`src/design/assert_macros.svh`:
```
// assertion macros shared by the translator rtl
// no dependencies; included by files that carry concurrent checks
`ifndef ASSERT_MACROS_SVH
`define ASSERT_MACROS_SVH

// condition must hold at every clock edge outside reset
`define ASSERT_ALWAYS(label, clk, rst_n, cond) \
  label: assert property (@(posedge clk) disable iff (!rst_n) (cond)) \
    else $error("invariant violated");

// antecedent at one edge implies consequent at the next edge
`define ASSERT_NEXT(label, clk, rst_n, ante, cons) \
  label: assert property (@(posedge clk) disable iff (!rst_n) (ante) |=> (cons)) \
    else $error("sequence check failed");

`endif

```
`src/design/mrot_pkg.sv`:
```
// types, codes and link structs of the range table translator
// no dependencies; imported by mrot_cell and the core
`default_nettype none

package mrot_pkg;

  // command codes
  localparam logic [1:0] MODE_CLEAR     = 2'd0;
  localparam logic [1:0] MODE_APPEND    = 2'd1;
  localparam logic [1:0] MODE_TRANSLATE = 2'd2;
  localparam logic [1:0] MODE_IGNORE    = 2'd3;

  // status codes
  localparam logic [1:0] ST_OK    = 2'd0;
  localparam logic [1:0] ST_MISS  = 2'd1;
  localparam logic [1:0] ST_FULL  = 2'd2;
  localparam logic [1:0] ST_EMPTY = 2'd3;

  typedef enum logic [1:0] {
    FSM_IDLE,
    FSM_SEARCH,
    FSM_SUM,
    FSM_EMIT
  } fsm_state_t;

  typedef struct packed {
    logic [1:0]  mode;
    logic [63:0] range_start;
    logic [63:0] range_length;
    logic [63:0] address;
    logic [31:0] access_size;
  } in_item_t;

  typedef struct packed {
    logic [1:0]  status;
    logic [3:0]  hit_index;
    logic [63:0] backing_offset;
  } out_item_t;

  // values broadcast from the core to every cell
  typedef struct packed {
    logic [63:0] range_start;
    logic [63:0] range_length;
    logic [63:0] address;
    logic [31:0] access_size;
    logic [63:0] inj_off;
    logic        kill;
  } cell_bcast_t;

  // search token handed from one cell to the next
  typedef struct packed {
    logic        valid;
    logic [63:0] off;
  } cell_link_t;

  // per-cell report back to the core
  typedef struct packed {
    logic        holding;
    logic        hit;
    logic [63:0] off;
    logic [63:0] disp;
  } cell_rsp_t;

endpackage

`default_nettype wire

```
`src/design/mrot_cell.sv`:
```
// one range cell: holds a start/length pair and checks the search token
// depends on mrot_pkg
`default_nettype none

module mrot_cell
  import mrot_pkg::*;
(
  input  wire logic        clk,
  input  wire logic        rst_n,
  input  wire cell_bcast_t bcast,
  input  wire logic        wr_en,
  input  wire logic        inject,
  input  wire logic        is_last,
  input  wire cell_link_t  link_i,
  output cell_link_t       link_o,
  output logic             wrap_o,
  output cell_rsp_t        rsp_o
);

  logic [63:0] start_r;
  logic [63:0] length_r;
  logic        tok_valid_r;
  logic        tok_valid_nxt;
  logic [63:0] tok_off_r;
  logic [63:0] tok_off_nxt;

  logic [63:0] size64;
  logic [63:0] disp;
  logic [63:0] room;
  logic        holds;
  logic        fwd;

  // range store, written once per append
  always_ff @(posedge clk) begin
    if (wr_en) begin
      start_r  <= bcast.range_start;
      length_r <= bcast.range_length;
    end
  end

  // exact containment test, no wrap on either bound
  always_comb begin
    size64 = {32'd0, bcast.access_size};
    disp   = bcast.address - start_r;
    room   = length_r - size64;
    holds  = (bcast.address >= start_r) && (size64 <= length_r) && (disp <= room);
    fwd    = tok_valid_r && !holds && !bcast.kill;
  end

  // token either injected by the core or taken from the neighbour
  always_comb begin
    tok_valid_nxt = inject || (link_i.valid && !bcast.kill);
    tok_off_nxt   = inject ? bcast.inj_off : link_i.off;
  end

  always_ff @(posedge clk) begin
    if (!rst_n) begin
      tok_valid_r <= 1'b0;
    end else begin
      tok_valid_r <= tok_valid_nxt;
    end
  end

  always_ff @(posedge clk) begin
    tok_off_r <= tok_off_nxt;
  end

  // pass on a missed token; the last valid cell hands it to the wrap line
  always_comb begin
    link_o.valid = fwd && !is_last;
    link_o.off   = tok_off_r + length_r;
    wrap_o       = fwd && is_last;
    rsp_o.holding = tok_valid_r;
    rsp_o.hit     = tok_valid_r && holds;
    rsp_o.off     = tok_off_r;
    rsp_o.disp    = disp;
  end

endmodule

`default_nettype wire

```
`config.mk`:
```
export PLATFORM = sky130hd
export DESIGN_NAME = mrot_cell
export DESIGN_NICKNAME = d
export VERILOG_FILES = /design/src/design/assert_macros.svh /design/src/design/mrot_pkg.sv /design/src/design/mrot_cell.sv
export SDC_FILE = /design/constraint.sdc
export NUM_CORES = 1
export LEC_CHECK = 0
export BUFFER_PORTS_ARGS = -buffer_cell sky130_fd_sc_hd__buf_2
export CAP_MARGIN = 0
export CORE_AREA = 3 3 212 214
export DETAILED_ROUTE_END_ITERATION = 8
export DIE_AREA = 0 0 215 217
export GPL_TIMING_DRIVEN = 0
export PLACE_DENSITY = 0.75
export SETUP_SLACK_MARGIN = 0.1
export SYNTH_ARGS = -nofsm -noshare
export SYNTH_HDL_FRONTEND = slang
export SYNTH_SLANG_ARGS = --single-unit
```
`constraint.sdc`:
```
create_clock -name clk -period 5.3 [get_ports clk]
set_input_delay 0.53 -clock clk [delete_from_list [all_inputs] [get_ports clk]]
set_output_delay 0.53 -clock clk [all_outputs]
set_load 0.05 [all_outputs]
```
Word level (Yosys, flattened, before mapping) --
Index checks and enable logic that the tools add are counted.
Storage, ports and cells: memories kept 0, register bits after elaboration 193, bits in writable memories 0, ROM bits 0, output and inout port bits 196, latch bits 0
Cells by class: $lt $le $gt $ge 3, multiply operators 0, shift operators 0, eq/ne operators 0, bitwise logic cells 0, muxes and demuxes 1, reduce and logical (&&, ||, !) cells 12, divide/modulo/power cells 0, add/subtract/negate cells 3
Operators with widths (count):
- 64-bit adder | 1
- 64-bit >= comparator | 1
- 32-bit by 64-bit <= comparator with 1-bit output | 1
- 64-bit <= comparator | 1
- 64-bit 2-to-1 mux | 1
- 64-bit by 32-bit subtractor with 64-bit output | 1
- 64-bit subtractor | 1
- 1-bit logical AND | 8
- 1-bit zero test | 3
- 1-bit logical OR | 1

Logic depth before layout (Yosys ltp) --
Gate-level depths: netlist of the first run.
word-level depth 7, depth in mapped cells 27, depth with buffers taken out 27

Worst setup path before layout of the first run --
No wires, ideal clock.
path type input-to-output, from in bcast[103] (netlist bit), to out link_o[64] (netlist bit), setup slack -0.975 ns, data required time 4.770 ns, data arrival time 5.745 ns, buffers on the path 0, stages on the path 24, cell sequence ha_1 a211oi_2 o22ai_1 a31oi_2 a211oi_2 o21ai_1 nand2_1 a31oi_1 o21ai_1 a21boi_0 o21ai_1 xor2_1 ha_1 and4_1 nand2_1 or2_2 o21ai_0 a21oi_1 o21ai_0 a21oi_1 a31oi_1 a311oi_1 or3b_1 nor2_1
RTL lines:
- from (decl) | line mrot_cell.sv:10 | input wire cell_bcast_t bcast,
- to (decl) | line mrot_cell.sv:15 | output cell_link_t link_o,

==> results.sh, run 1 <==
export IMPL_yosys_area_top_type="edfxtp_1"
export IMPL_post_dp_hpwl_mm=53.3
export IMPL_synth_most_common_cell="ha_1"
export IMPL_fin_area_um2=22900
export IMPL_start_kind="flip-flop"
export IMPL_startpoint="start_r[8]$_DFFE_PP_"
export IMPL_finalCriticalPeriod_ns=6.23
export IMPL_clockBufferDepth=2
export IMPL_fmax_ghz=0.161
export IMPL_drc=0
export IMPL_multi_input_area_um2=12400
export IMPL_cp_slowest_stage_delay_ns=0.42
export IMPL_maxCapViolCount=0
export IMPL_ys_seq_area_frac=0.298
export IMPL_track_usage=0.262
export IMPL_htree_levels=4
export IMPL_syn_num_nets=2504
export IMPL_synth_cells=1919
export IMPL_die_x_um=215
export IMPL_status="finished with violations"
export IMPL_dpl_cell_area_um2=21200
export IMPL_worstSetupEndpointType="output pin"
export IMPL_avgSynthCellArea_um2=9.00
export IMPL_p_clk_frac=0.171
export IMPL_cts_tree="yes"
export IMPL_drive_gt1_frac=0.341
export IMPL_ys_flop_type="edfxtp_1"
export IMPL_internal_power_mw=3.80
export IMPL_clkSlewWorstSetupHoldPaths_ns=0.09
export IMPL_avgViaCountPerCell=5.52
export IMPL_synth_edf_count=128
export IMPL_endpoint="link_o[64]"
export IMPL_power_density_nw_per_um2=331
export IMPL_grt_pass1_wl_mm=95.5
export IMPL_wl_mm=64.7
export IMPL_wl_per_cell_um=20.6
export IMPL_ys_warn_count=0
export IMPL_fp_dieH_um=217
export IMPL_area_growth_pct=32.3
export IMPL_p_leak_nw=10.7
export IMPL_initial_utilization=0.401
export IMPL_tightest_slew_ns=0.904
export IMPL_syn_cell_area_um2=17300
export IMPL_worstPathMaxFanout=5
export IMPL_setup_violations=3
export IMPL_gp_congestion=0.948
export IMPL_antenna_found_initial=11
export IMPL_ios=555
export IMPL_yosys_top_cells_area="edfxtp_1, ha_1, dfxtp_1, a21o_1, a21oi_1"
export IMPL_io_buffers=553
export IMPL_synthArstFlopShare=0
export IMPL_dr_first_iter_drc_count=1186
export IMPL_slowest_stage="ha_2"
export IMPL_cp_arrival_ns=5.70
export IMPL_switching_power_mw=3.78
export IMPL_p_seq_frac=0.244
export IMPL_final_period_utilization=1.18
export IMPL_nets=3122
export IMPL_synth_top_area_frac=0.223
export IMPL_cts_num_sinks=193
export IMPL_coreArea_um2=43100
export IMPL_root_buffer="clkbuf_16"
export IMPL_grt_overflow=0
export IMPL_grt_max_degree=69
export IMPL_power_frac_comb=0.585
export IMPL_violations="setup timing"
export IMPL_rsz0062_at_grt="true"
export IMPL_first_global_vias=17100
export IMPL_slew_violations=0
export IMPL_finalWorstSetupSlack_ns=-0.930
export IMPL_final_util=0.531
export IMPL_rows=76
export IMPL_antenna_left=0
export IMPL_cp_top_family="compound AO/OA/AOI/OAI gates"
export IMPL_drtPass1Iterations=5
export IMPL_synth_seq_cells=193
export IMPL_final_hold_violation_count=0
export IMPL_hold_path_class="input pin to flip-flop"
export IMPL_critPathKind="flip-flop to output pin"
export IMPL_ir_drop_mv=0.243
export IMPL_yosys_cell_types_count=83
export IMPL_slew_headroom=0.398
export IMPL_path_depth=26
export IMPL_sw_frac_of_total=0.499
export IMPL_area_sequential_um2=5140
export IMPL_path_buf_inv=2
export IMPL_cts_buffers=17
export IMPL_crit_required_ns=4.77
export IMPL_fillers=3906
export IMPL_netlist_top_cells_count="ha_1, a21oi_1, inv_1"
export IMPL_num_vias=17300
export IMPL_dieArea_um2=46700
## what timing repair did
item                       4_1_cts  5_1_grt
pin swaps                       32       71
setup buffers                   19       26
gates resized for setup         50       99
gates cloned                     0        0
hold buffers                     0        0
setup endpoints to repair        3        3
## per-stage QoR
stage               setup slack (ns)  power (mW)  TNS (ns)  cells  hold WS [ns]
global placement               -1.52        5.97     -4.35   3057         0.706
global route                   -1.11        7.96     -3.20   3141         0.180
finish                        -0.930        7.57     -2.71   3142         0.202
detailed placement             -1.58        6.05     -4.47   3058         0.708
floorplan                     -0.256        4.90    -0.664   1919         0.629
CTS                            -1.12        7.43     -3.29   3109         0.166
## layout by cell type (no fill, tap or decap), types with 7 or more instances in the layout
| cell type | n |
|---|---|
| buf_6 | 10 |
| clkbuf_1 | 55 |
| nand2_2 | 7 |
| xor2_2 | 8 |
| nor4_1 | 13 |
| ha_2 | 8 |
| o21ai_0 | 76 |
| dfxtp_1 | 65 |
| o21ai_2 | 11 |
| nand2b_1 | 21 |
| a21o_1 | 127 |
| clkbuf_16 | 17 |
| a221oi_1 | 8 |
| nand4_1 | 49 |
| edfxtp_1 | 128 |
| buf_4 | 45 |
| or3_1 | 7 |
| ha_1 | 197 |
| o21bai_1 | 24 |
| inv_1 | 132 |
| and2_1 | 11 |
| nor2b_1 | 17 |
| nand2_1 | 119 |
| a21oi_2 | 17 |
| mux2_2 | 64 |
| diode_2 | 7 |
| o21a_1 | 15 |
| and3_1 | 12 |
| nor2_1 | 105 |
| o211ai_1 | 7 |
| nand3_1 | 39 |
| a31oi_1 | 21 |
| nor3_1 | 28 |
| buf_2 | 550 |
| ha_4 | 18 |
| xor2_1 | 71 |
| a21oi_1 | 164 |
| o21ai_1 | 18 |
| xnor2_1 | 85 |
| xnor2_2 | 8 |
## layout make-up
cell class	count	share of cell area
multi-input combinational	1527	0.543
sequential	193	0.225
timing repair buffer	599	0.139
tap	585	0.0320
inverter	135	0.0222
clock buffer	20	0.0195
buffer	64	0.0131
clock inverter	12	0.00515
antenna	7	0.000766
## sequential cells by signal, summed over array words and instances (netlist names)
name / flops
start_r: 64
tok_valid_r: 1
tok_off_r: 64
length_r: 64
## how the worst min path moves through the flow
stage / from / to / slack (ns) / depth (start not counted)
after floorplan: bcast[161] / length_r[0]$_DFFE_PP_ / 0.63 / 0
after global placement: bcast[284] / start_r[59]$_DFFE_PP_ / 0.71 / 1
after detailed placement: bcast[254] / start_r[29]$_DFFE_PP_ / 0.71 / 1
after CTS: bcast[209] / length_r[48]$_DFFE_PP_ / 0.17 / 1
after global routing: bcast[209] / length_r[48]$_DFFE_PP_ / 0.18 / 1
final: bcast[209] / length_r[48]$_DFFE_PP_ / 0.20 / 1
## power groups by stage
stage | registers [mW] | clock network, mW | logic [mW]
3_3_place_gp | 1.88 | 0 | 4.09
2_1_floorplan | 1.96 | 0 | 2.94
4_1_cts | 1.85 | 1.32 | 4.27
6_report | 1.85 | 1.29 | 4.43
3_5_place_dp | 1.88 | 0 | 4.17
5_1_grt | 1.86 | 1.38 | 4.73
## cells by family (layout without fill, tap and decap cells)
kind of cell,Yosys count,count (layout),synth area share
AOI/OAI and AO/OA,580,580,0.221
and+or+nand+nor,477,477,0.138
adders and majority gates,226,226,0.165
buffers and inverters,199,830,0.0442
DFF,193,193,0.298
xor gates and xnor gates,178,178,0.0903
muxes,66,66,0.0429
other,0,7,0
## per-layer routing
layer	wire, um	global-route usage
met1	27800	0.338
met2	30600	0.441
met3	4030	0.0447
met4	2310	0.104
met5	65	0
Power figures use the tool's default switching activity.
==> run 2: changes to the inputs <==
- BUFFER_PORTS_ARGS: -buffer_cell sky130_fd_sc_hd__buf_2 -> not set
- CORE_AREA: 3 3 212 214 -> 3 3 213 215
- CTS_CLUSTER_DIAMETER: not set -> 80
- DIE_AREA: 0 0 215 217 -> 0 0 216 218
- DONT_BUFFER_PORTS: not set -> 1
- PLACE_DENSITY: 0.75 -> 0.64
==> run 2 against run 1 <==
Effect of this change:
- the run still ends with setup timing left
- sequential share of layout area rose by 2.6 points
- cell count fell by 17%
- worst hold slack got worse by 0.083 ns
- first-iteration DRC count fell by 15%
- design area fell by 10%
- maximum frequency fell by 2.4%
- worst setup slack got worse by 0.16 ns
- clock-buffer cell count did not move
==> results.sh, run 2 (synthesis gave the netlist of run 1 again) <==
export IMPL_worst_hold_slack_ns=0.119
export IMPL_root_buffer="clkbuf_16"
export IMPL_power_density_nw_per_um2=355
export IMPL_power_mw=7.29
export IMPL_fillers=4208
export IMPL_top_regs="length_r (64), start_r (64), tok_off_r (64)"
export IMPL_layout_common_cells="ha_1, a21oi_1, inv_1, edfxtp_1, a21o_1"
export IMPL_tightest_slew_ns=1.47
export IMPL_maxCapViolCount=0
export IMPL_track_usage=0.246
export IMPL_start_kind="flip-flop"
export IMPL_drc=0
export IMPL_dpl_worst_slack_ns=-1.61
export IMPL_final_period_utilization=1.20
export IMPL_p_leak_nw=8.67
export IMPL_violations="setup timing"
export IMPL_drive_gt1_frac=0.181
export IMPL_finalWorstSetupSlack_ns=-1.09
export IMPL_clockBufferDepth=2
export IMPL_clkSlewWorstSetupHoldPaths_ns=0.08
export IMPL_layout_commonest_cell="ha_1"
export IMPL_final_hold_violation_count=0
export IMPL_ios=555
export IMPL_cts_num_sinks=193
export IMPL_grt_max_degree=129
export IMPL_slew_violations=0
export IMPL_dieArea_um2=47100
export IMPL_gp_congestion=0.904
export IMPL_io_buffers=0
export IMPL_fmax_ghz=0.157
export IMPL_rsz0062_at_grt="true"
export IMPL_startpoint="start_r[29]$_DFFE_PP_"
export IMPL_worstSetupEndpointType="output pin"
export IMPL_grt_pass1_wl_mm=88.1
export IMPL_cts_tree="yes"
export IMPL_ir_drop_mv=0.286
export IMPL_fp_dieH_um=218
export IMPL_initial_utilization=0.393
export IMPL_setup_violations=3
export IMPL_slew_headroom=0.0134
export IMPL_die_x_um=216
export IMPL_first_global_vias=14700
export IMPL_dr_first_iter_drc_count=1012
export IMPL_cp_arrival_ns=5.86
export IMPL_wl_mm=60.9
export IMPL_area_sequential_um2=5160
export IMPL_area_growth_pct=18.9
export IMPL_worstPathMaxFanout=5
export IMPL_grt_overflow=0
export IMPL_post_dp_hpwl_mm=50.2
export IMPL_multi_input_area_um2=12800
export IMPL_wl_per_cell_um=23.5
export IMPL_dp_cells=2523
export IMPL_antenna_found_initial=7
export IMPL_finalCriticalPeriod_ns=6.39
export IMPL_cts_buffers=17
export IMPL_final_util=0.468
export IMPL_nets=2571
export IMPL_stdcell_count=2595
export IMPL_coreArea_um2=43900
export IMPL_critPathKind="flip-flop to output pin"
export IMPL_crit_required_ns=4.77
export IMPL_drtPass1Iterations=5
export IMPL_cts_hold_buf=0
export IMPL_num_vias=14900
export IMPL_avgViaCountPerCell=5.76
export IMPL_rows=77
export IMPL_antenna_left=0
export IMPL_hp_start="bcast[211]"
export IMPL_hold_path_class="input pin to flip-flop"
export IMPL_htree_levels=4
export IMPL_status="finished with violations"
-- run 2: path summary, 6_finish.rpt --
check,to,slack (ns),cells past startpoint
min,length_r[50]$_DFFE_PP_,0.12,0
max,link_o[64],-1.09,26
-- run 2: metal layers --
metal | up-vias | track usage | wire length, um
met1 | 7126 | 0.327 | 26900
met3 | 79 | 0.0582 | 3980
met5 | - | 0 | 51
met2 | 544 | 0.396 | 28400
li1 | 7184 | - | -
met4 | 6 | 0.0777 | 1520
-- run 2: power breakdown --
group,internal (mW),switching [mW],total (mW)
Combinational,1.22,2.74,3.97
Clock,0.659,0.672,1.33
Sequential,1.74,0.260,2.00
-- run 2: final cells by class --
type,instances,area share
clock inverter,12,0.00524
multi-input combinational,1527,0.625
buffer,64,0.0144
tap,592,0.0361
clock buffer,20,0.0228
sequential,193,0.251
timing repair buffer,48,0.0199
inverter,135,0.0247
antenna,4,0.000487
-- run 2: timing repair --
item | 4_1_cts | 5_1_grt
endpoints found under the hold margin | 0 | 0
pin swaps | 41 | 57
resized for setup | 82 | 92
setup buffers | 17 | 19
setup endpoints to repair | 18 | 17
-- run 2: worst max-delay path, cell delays in order, from the launching register on --
cell and delay (ns):
edfxtp_1 0.35, inv_2 0.06, ha_4 0.27, buf_6 0.11, nand4_4 0.11, or4_4 0.55
nor2_4 0.14, o21ai_4 0.09, a211oi_4 0.25, o41ai_2 0.08, buf_4 0.16, a21oi_4 0.24
buf_6 0.14, a221oi_4 0.07, xnor2_4 0.52, ha_4 0.22, and4_4 0.21, nand2_1 0.05
or2_4 0.24, o21ai_2 0.11, a21oi_1 0.06, o21ai_2 0.20, a21oi_2 0.06, a31oi_4 0.19
a311oi_2 0.08, or3b_4 0.47, nor2_4 0.32
-- run 2: through the flow --
step           instance area (um2)  setup TNS [ns]
6_report                     20500           -3.20
3_5_place_dp                 18600           -4.59
3_3_place_gp                 18500           -4.46
5_1_grt                      20500           -3.99
2_1_floorplan                17700          -0.664
4_1_cts                      19900           -3.82
